File: src/sv/poi_pkg.sv
// shared types and constants of the planar odometry integrator
package poi_pkg;

    localparam int VEL_W      = 16;
    localparam int TURN_W     = 24;
    localparam int STEP_W     = 16;
    localparam int OUT_POS_W  = 40;
    localparam int HEAD_W     = 32;

    localparam int IN_DATA_W  = 56;
    localparam int OUT_DATA_W = 168;

    // item kinds carried on the input tuser
    localparam logic FUNC_VEL  = 1'b0;
    localparam logic FUNC_TICK = 1'b1;

    // cordic datapath
    localparam int CRD_W      = 34;
    localparam int ATAN_N     = 32;
    localparam int ATAN_IDX_W = 5;
    localparam logic signed [CRD_W-1:0] CORDIC_START_X = 34'sd652032874;

    localparam logic [31:0] ATAN_TABLE [ATAN_N] = '{
        32'h20000000, 32'h12E4051D, 32'h09FB385B, 32'h051111D4, 32'h028B0D43,
        32'h0145D7E1, 32'h00A2F61E, 32'h00517C55, 32'h0028BE53, 32'h00145F2E,
        32'h000A2F98, 32'h000517CC, 32'h00028BE6, 32'h000145F3, 32'h0000A2F9,
        32'h0000517C, 32'h000028BE, 32'h0000145F, 32'h00000A2F, 32'h00000517,
        32'h0000028B, 32'h00000145, 32'h000000A2, 32'h00000051, 32'h00000028,
        32'h00000014, 32'h0000000A, 32'h00000005, 32'h00000002, 32'h00000001,
        32'h00000000, 32'h00000000
    };

    // shared multiplier and accumulator
    localparam int MUL_A_W    = 34;
    localparam int MUL_B_W    = 26;
    localparam int PROD_W     = MUL_A_W + MUL_B_W;
    localparam int ROT_W      = 50;
    localparam int ROT_LO_W   = 24;
    localparam int ACC_W      = 68;
    localparam int DELTA_SH   = 42;
    localparam int DELTA_W    = ACC_W - DELTA_SH;

    typedef struct packed {
        logic [OUT_POS_W-1:0] pos_x;
        logic [OUT_POS_W-1:0] pos_y;
        logic [HEAD_W-1:0]    heading;
    } t_pose;

endpackage

File: src/sv/poi_cordic.sv
// iterative rotation-mode cordic giving cosine and sine of a binary angle
module poi_cordic #(
    parameter int CORDIC_STEPS = 16
) (
    input  logic                                i_clk,
    input  logic                                i_rst_n,
    input  logic                                i_start,
    input  logic [poi_pkg::HEAD_W-1:0]          i_angle,
    output logic                                o_done,
    output logic signed [poi_pkg::CRD_W-1:0]    o_cos,
    output logic signed [poi_pkg::CRD_W-1:0]    o_sin
);

    localparam int CNT_W = $clog2(CORDIC_STEPS);
    localparam logic [CNT_W-1:0] LAST_ITER = CNT_W'(CORDIC_STEPS - 1);

    logic                               r_busy;
    logic                               r_done;
    logic                               r_flip;
    logic [CNT_W-1:0]                   r_iter;
    logic signed [poi_pkg::CRD_W-1:0]   r_x;
    logic signed [poi_pkg::CRD_W-1:0]   r_y;
    logic signed [poi_pkg::CRD_W-1:0]   r_z;

    logic signed [poi_pkg::CRD_W-1:0]   n_x;
    logic signed [poi_pkg::CRD_W-1:0]   n_y;
    logic signed [poi_pkg::CRD_W-1:0]   n_z;
    logic signed [poi_pkg::CRD_W-1:0]   x_sh;
    logic signed [poi_pkg::CRD_W-1:0]   y_sh;
    logic signed [poi_pkg::CRD_W-1:0]   atan_step;
    logic                               start_flip;
    logic [poi_pkg::HEAD_W-1:0]         start_ang;

    always_comb begin
        x_sh      = r_x >>> r_iter;
        y_sh      = r_y >>> r_iter;
        atan_step = {2'b00, poi_pkg::ATAN_TABLE[poi_pkg::ATAN_IDX_W'(r_iter)]};
        if (!r_z[poi_pkg::CRD_W-1]) begin
            n_x = r_x - y_sh;
            n_y = r_y + x_sh;
            n_z = r_z - atan_step;
        end else begin
            n_x = r_x + y_sh;
            n_y = r_y - x_sh;
            n_z = r_z + atan_step;
        end
    end

    // second and third quadrants are folded by a half turn
    assign start_flip = i_angle[31] ^ i_angle[30];
    assign start_ang  = i_angle ^ {start_flip, 31'd0};

    always_ff @(posedge i_clk) begin
        if (!i_rst_n) begin
            r_busy <= 1'b0;
            r_done <= 1'b0;
        end else begin
            r_done <= 1'b0;
            if (i_start) begin
                r_busy <= 1'b1;
            end else if (r_busy && r_iter == LAST_ITER) begin
                r_busy <= 1'b0;
                r_done <= 1'b1;
            end
        end
    end

    always_ff @(posedge i_clk) begin
        if (i_start) begin
            r_flip <= start_flip;
            r_iter <= '0;
            r_x    <= poi_pkg::CORDIC_START_X;
            r_y    <= '0;
            r_z    <= {{2{start_ang[31]}}, start_ang};
        end else if (r_busy) begin
            r_x    <= n_x;
            r_y    <= n_y;
            r_z    <= n_z;
            if (r_iter != LAST_ITER) begin
                r_iter <= r_iter + 1'b1;
            end
        end
    end

    assign o_done = r_done;
    assign o_cos  = r_flip ? -r_x : r_x;
    assign o_sin  = r_flip ? -r_y : r_y;

endmodule

File: src/sv/poi_integ.sv
// pose state and the multiply sequence that rotates, scales and accumulates
module poi_integ #(
    parameter int POS_BITS = 40
) (
    input  logic                                i_clk,
    input  logic                                i_rst_n,
    input  logic                                i_start,
    input  logic signed [poi_pkg::CRD_W-1:0]    i_cos,
    input  logic signed [poi_pkg::CRD_W-1:0]    i_sin,
    input  logic signed [poi_pkg::VEL_W-1:0]    i_vel_x,
    input  logic signed [poi_pkg::VEL_W-1:0]    i_vel_y,
    input  logic signed [poi_pkg::TURN_W-1:0]   i_turn,
    input  logic [poi_pkg::STEP_W-1:0]          i_step_time,
    output logic                                o_done,
    output poi_pkg::t_pose                      o_pose
);

    localparam int SUM_W = ((POS_BITS > poi_pkg::DELTA_W) ? POS_BITS : poi_pkg::DELTA_W) + 1;
    localparam logic signed [POS_BITS-1:0] POS_MAX = {1'b0, {(POS_BITS-1){1'b1}}};
    localparam logic signed [POS_BITS-1:0] POS_MIN = {1'b1, {(POS_BITS-1){1'b0}}};
    localparam logic signed [poi_pkg::ACC_W-1:0] ROUND_HALF =
        poi_pkg::ACC_W'(1) << (poi_pkg::DELTA_SH - 1);

    localparam logic [3:0] S_IDLE  = 4'd0;
    localparam logic [3:0] S_RX    = 4'd1;
    localparam logic [3:0] S_RY_A  = 4'd2;
    localparam logic [3:0] S_RY    = 4'd3;
    localparam logic [3:0] S_DX_HI = 4'd4;
    localparam logic [3:0] S_DX_LO = 4'd5;
    localparam logic [3:0] S_DY_HI = 4'd6;
    localparam logic [3:0] S_DY_LO = 4'd7;
    localparam logic [3:0] S_HEAD  = 4'd8;

    logic [3:0]                             r_step;
    logic                                   r_done;
    logic signed [poi_pkg::ACC_W-1:0]       r_acc;
    logic signed [poi_pkg::ROT_W-1:0]       r_rx;
    logic signed [poi_pkg::ROT_W-1:0]       r_ry;
    logic signed [POS_BITS-1:0]             r_pos_x;
    logic signed [POS_BITS-1:0]             r_pos_y;
    logic [poi_pkg::HEAD_W-1:0]             r_heading;

    logic signed [poi_pkg::MUL_A_W-1:0]     mul_a;
    logic signed [poi_pkg::MUL_B_W-1:0]     mul_b;
    logic signed [poi_pkg::PROD_W-1:0]      prod;
    logic signed [poi_pkg::ACC_W-1:0]       prod_ext;
    logic signed [poi_pkg::ACC_W-1:0]       acc_diff;
    logic signed [poi_pkg::ACC_W-1:0]       acc_sum;
    logic signed [poi_pkg::ACC_W-1:0]       acc_join;
    logic signed [poi_pkg::DELTA_W-1:0]     delta;
    logic signed [63:0]                     pos_x_ext;
    logic signed [63:0]                     pos_y_ext;

    function automatic logic signed [POS_BITS-1:0] sat_add(
        input logic signed [POS_BITS-1:0]         pos,
        input logic signed [poi_pkg::DELTA_W-1:0] d
    );
        logic signed [SUM_W-1:0]    sum;
        logic [SUM_W-POS_BITS:0]    top;
        sum = SUM_W'(pos) + SUM_W'(d);
        top = sum[SUM_W-1:POS_BITS-1];
        if ((&top) || !(|top)) begin
            return sum[POS_BITS-1:0];
        end else if (sum[SUM_W-1]) begin
            return POS_MIN;
        end else begin
            return POS_MAX;
        end
    endfunction

    // operand selection for the one shared multiplier
    always_comb begin
        unique case (r_step)
            S_IDLE: begin
                mul_a = i_cos;
                mul_b = poi_pkg::MUL_B_W'(i_vel_x);
            end
            S_RX: begin
                mul_a = i_sin;
                mul_b = poi_pkg::MUL_B_W'(i_vel_y);
            end
            S_RY_A: begin
                mul_a = i_sin;
                mul_b = poi_pkg::MUL_B_W'(i_vel_x);
            end
            S_RY: begin
                mul_a = i_cos;
                mul_b = poi_pkg::MUL_B_W'(i_vel_y);
            end
            S_DX_HI: begin
                mul_a = {18'd0, i_step_time};
                mul_b = r_rx[poi_pkg::ROT_W-1:poi_pkg::ROT_LO_W];
            end
            S_DX_LO: begin
                mul_a = {18'd0, i_step_time};
                mul_b = {2'b00, r_rx[poi_pkg::ROT_LO_W-1:0]};
            end
            S_DY_HI: begin
                mul_a = {18'd0, i_step_time};
                mul_b = r_ry[poi_pkg::ROT_W-1:poi_pkg::ROT_LO_W];
            end
            S_DY_LO: begin
                mul_a = {18'd0, i_step_time};
                mul_b = {2'b00, r_ry[poi_pkg::ROT_LO_W-1:0]};
            end
            S_HEAD: begin
                mul_a = {18'd0, i_step_time};
                mul_b = poi_pkg::MUL_B_W'(i_turn);
            end
            default: begin
                mul_a = '0;
                mul_b = '0;
            end
        endcase
    end

    assign prod     = mul_a * mul_b;
    assign prod_ext = poi_pkg::ACC_W'(prod);
    assign acc_diff = r_acc - prod_ext;
    assign acc_sum  = r_acc + prod_ext;
    // high partial product moves up by the low slice width, then round half up
    assign acc_join = (r_acc <<< poi_pkg::ROT_LO_W) + prod_ext + ROUND_HALF;
    assign delta    = r_acc[poi_pkg::ACC_W-1:poi_pkg::DELTA_SH];

    always_ff @(posedge i_clk) begin
        if (!i_rst_n) begin
            r_step    <= S_IDLE;
            r_done    <= 1'b0;
            r_pos_x   <= '0;
            r_pos_y   <= '0;
            r_heading <= '0;
        end else begin
            r_done <= 1'b0;
            unique case (r_step)
                S_IDLE: begin
                    if (i_start) begin
                        r_acc  <= prod_ext;
                        r_step <= S_RX;
                    end
                end
                S_RX: begin
                    r_rx   <= acc_diff[poi_pkg::ROT_W-1:0];
                    r_step <= S_RY_A;
                end
                S_RY_A: begin
                    r_acc  <= prod_ext;
                    r_step <= S_RY;
                end
                S_RY: begin
                    r_ry   <= acc_sum[poi_pkg::ROT_W-1:0];
                    r_step <= S_DX_HI;
                end
                S_DX_HI: begin
                    r_acc  <= prod_ext;
                    r_step <= S_DX_LO;
                end
                S_DX_LO: begin
                    r_acc  <= acc_join;
                    r_step <= S_DY_HI;
                end
                S_DY_HI: begin
                    r_pos_x <= sat_add(r_pos_x, delta);
                    r_acc   <= prod_ext;
                    r_step  <= S_DY_LO;
                end
                S_DY_LO: begin
                    r_acc  <= acc_join;
                    r_step <= S_HEAD;
                end
                S_HEAD: begin
                    r_pos_y   <= sat_add(r_pos_y, delta);
                    r_heading <= r_heading + prod[poi_pkg::HEAD_W-1:0];
                    r_done    <= 1'b1;
                    r_step    <= S_IDLE;
                end
                default: begin
                    r_step <= S_IDLE;
                end
            endcase
        end
    end

    assign pos_x_ext      = 64'(r_pos_x);
    assign pos_y_ext      = 64'(r_pos_y);
    assign o_done         = r_done;
    assign o_pose.pos_x   = pos_x_ext[poi_pkg::OUT_POS_W-1:0];
    assign o_pose.pos_y   = pos_y_ext[poi_pkg::OUT_POS_W-1:0];
    assign o_pose.heading = r_heading;

endmodule

File: src/sv/planar_odometry_integrator.sv
// top level: item handshake, step register, velocity latch and result register
// a velocity item is latched on acceptance and the block stays ready; a tick item
// gives its result after the cordic iterations and nine steps of the shared
// multiplier; one tick at a time, the next item is taken after the tick's result
// is loaded into the output register, which waits until that register is free
// synchronous active-low reset zeroes pose and velocities, step time to 6554
module planar_odometry_integrator #(
    parameter int CORDIC_STEPS = 16,
    parameter int POS_BITS     = 40
) (
    input  logic                                i_clk,
    input  logic                                i_rst_n,
    input  logic                                i_cfg_we,
    input  logic [poi_pkg::STEP_W-1:0]          i_cfg_wdata,
    input  logic                                i_s_axis_tvalid,
    output logic                                o_s_axis_tready,
    // lin_vel_x [15:0], lin_vel_y [31:16], ang_vel [55:32]
    input  logic [poi_pkg::IN_DATA_W-1:0]       i_s_axis_tdata,
    // func
    input  logic                                i_s_axis_tuser,
    output logic                                o_m_axis_tvalid,
    input  logic                                i_m_axis_tready,
    // pos_x [39:0], pos_y [79:40], heading [111:80], echo_vel_x [127:112],
    // echo_vel_y [143:128], echo_ang_vel [167:144]
    output logic [poi_pkg::OUT_DATA_W-1:0]      o_m_axis_tdata
);

    localparam logic [1:0] S_IDLE   = 2'd0;
    localparam logic [1:0] S_CORDIC = 2'd1;
    localparam logic [1:0] S_INTEG  = 2'd2;
    localparam logic [1:0] S_EMIT   = 2'd3;
    localparam logic [poi_pkg::STEP_W-1:0] STEP_RESET = 16'd6554;

    logic [1:0]                             r_state;
    logic [poi_pkg::STEP_W-1:0]             r_step_time;
    logic signed [poi_pkg::VEL_W-1:0]       r_vel_x;
    logic signed [poi_pkg::VEL_W-1:0]       r_vel_y;
    logic signed [poi_pkg::TURN_W-1:0]      r_turn;
    logic                                   r_out_valid;
    logic [poi_pkg::OUT_DATA_W-1:0]         r_out_data;

    logic                                   in_fire;
    logic                                   tick_fire;
    logic                                   emit_load;
    logic                                   cordic_done;
    logic signed [poi_pkg::CRD_W-1:0]       cos_val;
    logic signed [poi_pkg::CRD_W-1:0]       sin_val;
    logic                                   integ_done;
    poi_pkg::t_pose                         pose;

    assign o_s_axis_tready = (r_state == S_IDLE);
    assign in_fire         = i_s_axis_tvalid && o_s_axis_tready;
    assign tick_fire       = in_fire && (i_s_axis_tuser == poi_pkg::FUNC_TICK);
    assign emit_load       = (r_state == S_EMIT) && (!r_out_valid || i_m_axis_tready);

    poi_cordic #(
        .CORDIC_STEPS (CORDIC_STEPS)
    ) u_cordic (
        .i_clk   (i_clk),
        .i_rst_n (i_rst_n),
        .i_start (tick_fire),
        .i_angle (pose.heading),
        .o_done  (cordic_done),
        .o_cos   (cos_val),
        .o_sin   (sin_val)
    );

    poi_integ #(
        .POS_BITS (POS_BITS)
    ) u_integ (
        .i_clk       (i_clk),
        .i_rst_n     (i_rst_n),
        .i_start     (cordic_done),
        .i_cos       (cos_val),
        .i_sin       (sin_val),
        .i_vel_x     (r_vel_x),
        .i_vel_y     (r_vel_y),
        .i_turn      (r_turn),
        .i_step_time (r_step_time),
        .o_done      (integ_done),
        .o_pose      (pose)
    );

    always_ff @(posedge i_clk) begin
        if (!i_rst_n) begin
            r_state     <= S_IDLE;
            r_step_time <= STEP_RESET;
            r_vel_x     <= '0;
            r_vel_y     <= '0;
            r_turn      <= '0;
            r_out_valid <= 1'b0;
        end else begin
            if (i_cfg_we) begin
                r_step_time <= i_cfg_wdata;
            end
            if (in_fire && (i_s_axis_tuser == poi_pkg::FUNC_VEL)) begin
                r_vel_x <= i_s_axis_tdata[15:0];
                r_vel_y <= i_s_axis_tdata[31:16];
                r_turn  <= i_s_axis_tdata[55:32];
            end

            unique case (r_state)
                S_IDLE: begin
                    if (tick_fire) begin
                        r_state <= S_CORDIC;
                    end
                end
                S_CORDIC: begin
                    if (cordic_done) begin
                        r_state <= S_INTEG;
                    end
                end
                S_INTEG: begin
                    if (integ_done) begin
                        r_state <= S_EMIT;
                    end
                end
                S_EMIT: begin
                    if (emit_load) begin
                        r_state <= S_IDLE;
                    end
                end
            endcase

            if (emit_load) begin
                r_out_valid <= 1'b1;
            end else if (i_m_axis_tready) begin
                r_out_valid <= 1'b0;
            end
        end
    end

    always_ff @(posedge i_clk) begin
        if (emit_load) begin
            r_out_data <= {r_turn, r_vel_y, r_vel_x, pose.heading, pose.pos_y, pose.pos_x};
        end
    end

    assign o_m_axis_tvalid = r_out_valid;
    assign o_m_axis_tdata  = r_out_data;

endmodule
File: config.mk
export PLATFORM = sky130hd
export DESIGN_NAME = planar_odometry_integrator
export DESIGN_NICKNAME = d
export VERILOG_FILES = /design/src/sv/poi_pkg.sv /design/src/sv/poi_cordic.sv /design/src/sv/poi_integ.sv /design/src/sv/planar_odometry_integrator.sv
export SDC_FILE = /design/constraint.sdc
export NUM_CORES = 2
export LEC_CHECK = 0
export BUFFER_PORTS_ARGS = -buffer_cell sky130_fd_sc_hd__clkbuf_2
export CORE_UTILIZATION = 60
export CTS_BUF_LIST = sky130_fd_sc_hd__clkbuf_8
export DETAILED_ROUTE_END_ITERATION = 12
export GPL_TIMING_DRIVEN = 0
export PLACE_DENSITY = 0.87
export SYNTH_ARGS = -nofsm -noshare
export SYNTH_HDL_FRONTEND = slang
export SYNTH_SLANG_ARGS = --single-unit
export TNS_END_PERCENT = 1
File: constraint.sdc
create_clock -name i_clk -period 21.4 [get_ports i_clk]
set_input_delay 2.14 -clock i_clk [delete_from_list [all_inputs] [get_ports i_clk]]
set_output_delay 2.14 -clock i_clk [all_outputs]
set_load 0.02 [all_outputs]
==> qor.yml <==
status: "finished, violations left"
violations: "DRC"
fillers: 10600
setup_violations: 0
wl_per_cell_um: 26.0
start_kind: "flop"
drtIter0Drc: 8207
r2r-start: "u_integ.r_step[2]$_SDFFE_PN0P_"
insertion_delay_ps: 920
clock_skew_ps: 150
synth_area_leader_cell: "fa_1"
io_pins: 248
synthesis.nets: 10300
synth.area.top_cells: "fa_1 23%, edfxtp_1 14%, ha_1 9.0%, dfxtp_1 6.7%, inv_1 5.8%"
ctsResizeCount: 0
hold_buffers: 0
die_w_um: 365
cp-end-kind: "flop"
stdcell_count: 11000
relSlewSlack_pct: 5.76
cp.required_ps: 21930
syn_area_mm2: 0.0789
path_class: "flop to flop"
finalCriticalPeriod_ps: 15620
synth-seq-cells: 637
first_pass_iters: 13
avgSynthCellArea_um2: 8.99
reg2reg_setup_slack_ps: 5780
synthFlopType: "edfxtp_1"
synthSimpleGateAreaFrac_pct: 13.4
critPathLaunch: "u_integ.r_step[2]$_SDFFE_PN0P_"
max_stage_delay_ps: 970
cts-htree-levels: 3
cts_setup_buffers: 0
maxSlewViolCount: 0
avgViaCountPerCell: 6.35
synth_top_area_share_pct: 23.1
clock_sink_count: 637
fin_nets: 10700
critical-path-slowest-cell: "xor2_1"
port_buffers: 246
yosys.area_share.xor_xnor_pct: 5.76
dpl.hpwl_um: 232000
async_flop_share_pct: 0
drv_cap: 0
grt_max_degree: 38
syn_inst: 8777
ant_nets: 0
yosys_warnings: 0
wl_um: 286000
dpl_cell_area_mm2: 0.0827
min_from: "u_integ.r_pos_y[30]$_SDFFE_PN0N_"
cts_buffer_depth: 3
max_freq_mhz: 64.0
yosysSeqAreaShare_pct: 20.9
critical_path.max_fanout: 11
grt_use_total_pct: 42.8
die_y_um: 365
rows: 132
synth_cell_types: 99
gp_congestion: 1.08
grt_setup_unrepaired: "no"
design_area_mm2: 0.0854
cts_tree: "built"
cp.arrival_ps: 16150
synth-compound-area-share_pct: 15.0
hold_viol: 0
clockRootBuffer: "clkbuf_8"
die-area_mm2: 0.133
synth_top_family_by_area: "adder cells"
synth-edff-count: 371
period_share_pct: 73.0
dp.cells: 10800
muxShareOfSynthArea_pct: 4.25
drive_gt1_share_pct: 7.47
finalSetupTns_ps: 0
syn2layout_area_growth_pct: 8.23
cts-buffers-inserted: 109
synth_fa_ha_area_share_pct: 32.6
worstMarginPinSlew_ps: 1410
antenna_found_initial: 21
utilization_pct: 65.7
path_clk_slew_ps: 70
grt_pass1_wl_um: 421000
crit_top_cell: "fa_1"
drcViolationCount: 2
start_util_pct: 60.7
vias: 70000
coreArea_mm2: 0.130
hold_path.class: "flop to flop"
grt_pass1_vias: 69300
overflow: 0
## metal layers
| metal | vias up | GRT usage [%] | routed length [um] | share of wire, % |
|---|---|---|---|---|
| li1 | 30200 | - | - | - |
| met4 | 14 | 32.4 | 25600 | 9.0 |
| met1 | 34000 | 52.3 | 102000 | 36 |
| met5 | - | 0 | 84 | 0.029 |
| met3 | 1222 | 10.6 | 33800 | 12 |
| met2 | 4529 | 65.3 | 125000 | 44 |
## area by class of cell
cell class              instances  area [um2]  area share (%)
clock buffers                 126        1730            2.03
clock inverters                82         897            1.05
plain buffers                 436        1740            2.04
inverters                    1233        4630            5.42
repair buffers                267        1560            1.83
diodes                         16        40.0          0.0469
flip-flops and latches        637       16500            19.3
multi-input cells            6471       56100            65.7
well taps                    1742        2180            2.55
## flip-flops by register name, indices dropped and copies added (netlist names), 40 cells and up
signal,cells
o_m_axis_tdata,168
u_integ.r_acc,68
u_integ.r_rx,50
u_integ.r_ry,50
u_integ.r_pos_x,40
u_integ.r_pos_y,40
## worst paths after layout
kind,end,cells past startpoint
max,u_integ.r_acc[66]$_DFFE_PP_,41
min,o_m_axis_tdata[70]$_DFFE_PP_,0
max reg2reg,u_integ.r_acc[66]$_DFFE_PP_,41
min reg2reg,o_m_axis_tdata[70]$_DFFE_PP_,0
## metrics by stage
step / setup slack, ps / hold WS (ps)
finish: 5780 / 328
global route: 5240 / 364
CTS: 5970 / 341
detailed placement: 6110 / 450
global placement: 6310 / 441
floorplan: 9130 / 424
## Yosys cell counts, types with 238 or more instances
library cell / n
clkbuf_1: 363
ha_1: 569
xnor2_1: 281
fa_1: 912
xor2_1: 238
dfxtp_1: 266
a21oi_1: 494
nand2_1: 988
edfxtp_1: 371
nor2_1: 730
o21ai_0: 369
inv_1: 1227
## worst max-delay path: cells and delay by family (launching register included)
kind,cells,cell delay [ps]
adders and majority gates,10,4790
buffers and inverters,6,2650
AOI/OAI and AO/OA,19,4740
xor gates and xnor gates,2,1160
and+or+nand+nor,4,1510
DFF,1,310
## cells by family after synthesis
family / Yosys count
flops: 637
mux: 232
compound gates: 1809
simple gates: 2392
xor+xnor: 519
buf+inv: 1669
fa+ha+maj: 1519
## placed cells by master (no fill, tap or decap), drive strengths merged, types with 266 or more instances in the layout
| master | instances |
|---|---|
| a21oi | 494 |
| clkbuf | 736 |
| dfxtp | 266 |
| edfxtp | 371 |
| fa | 912 |
| ha | 569 |
| inv | 1246 |
| nand2 | 988 |
| nor2 | 730 |
| o21ai | 378 |
| xnor2 | 281 |
Power is not shown: default switching activity piles up to over one toggle a cycle in this logic, so the estimate is an artifact.
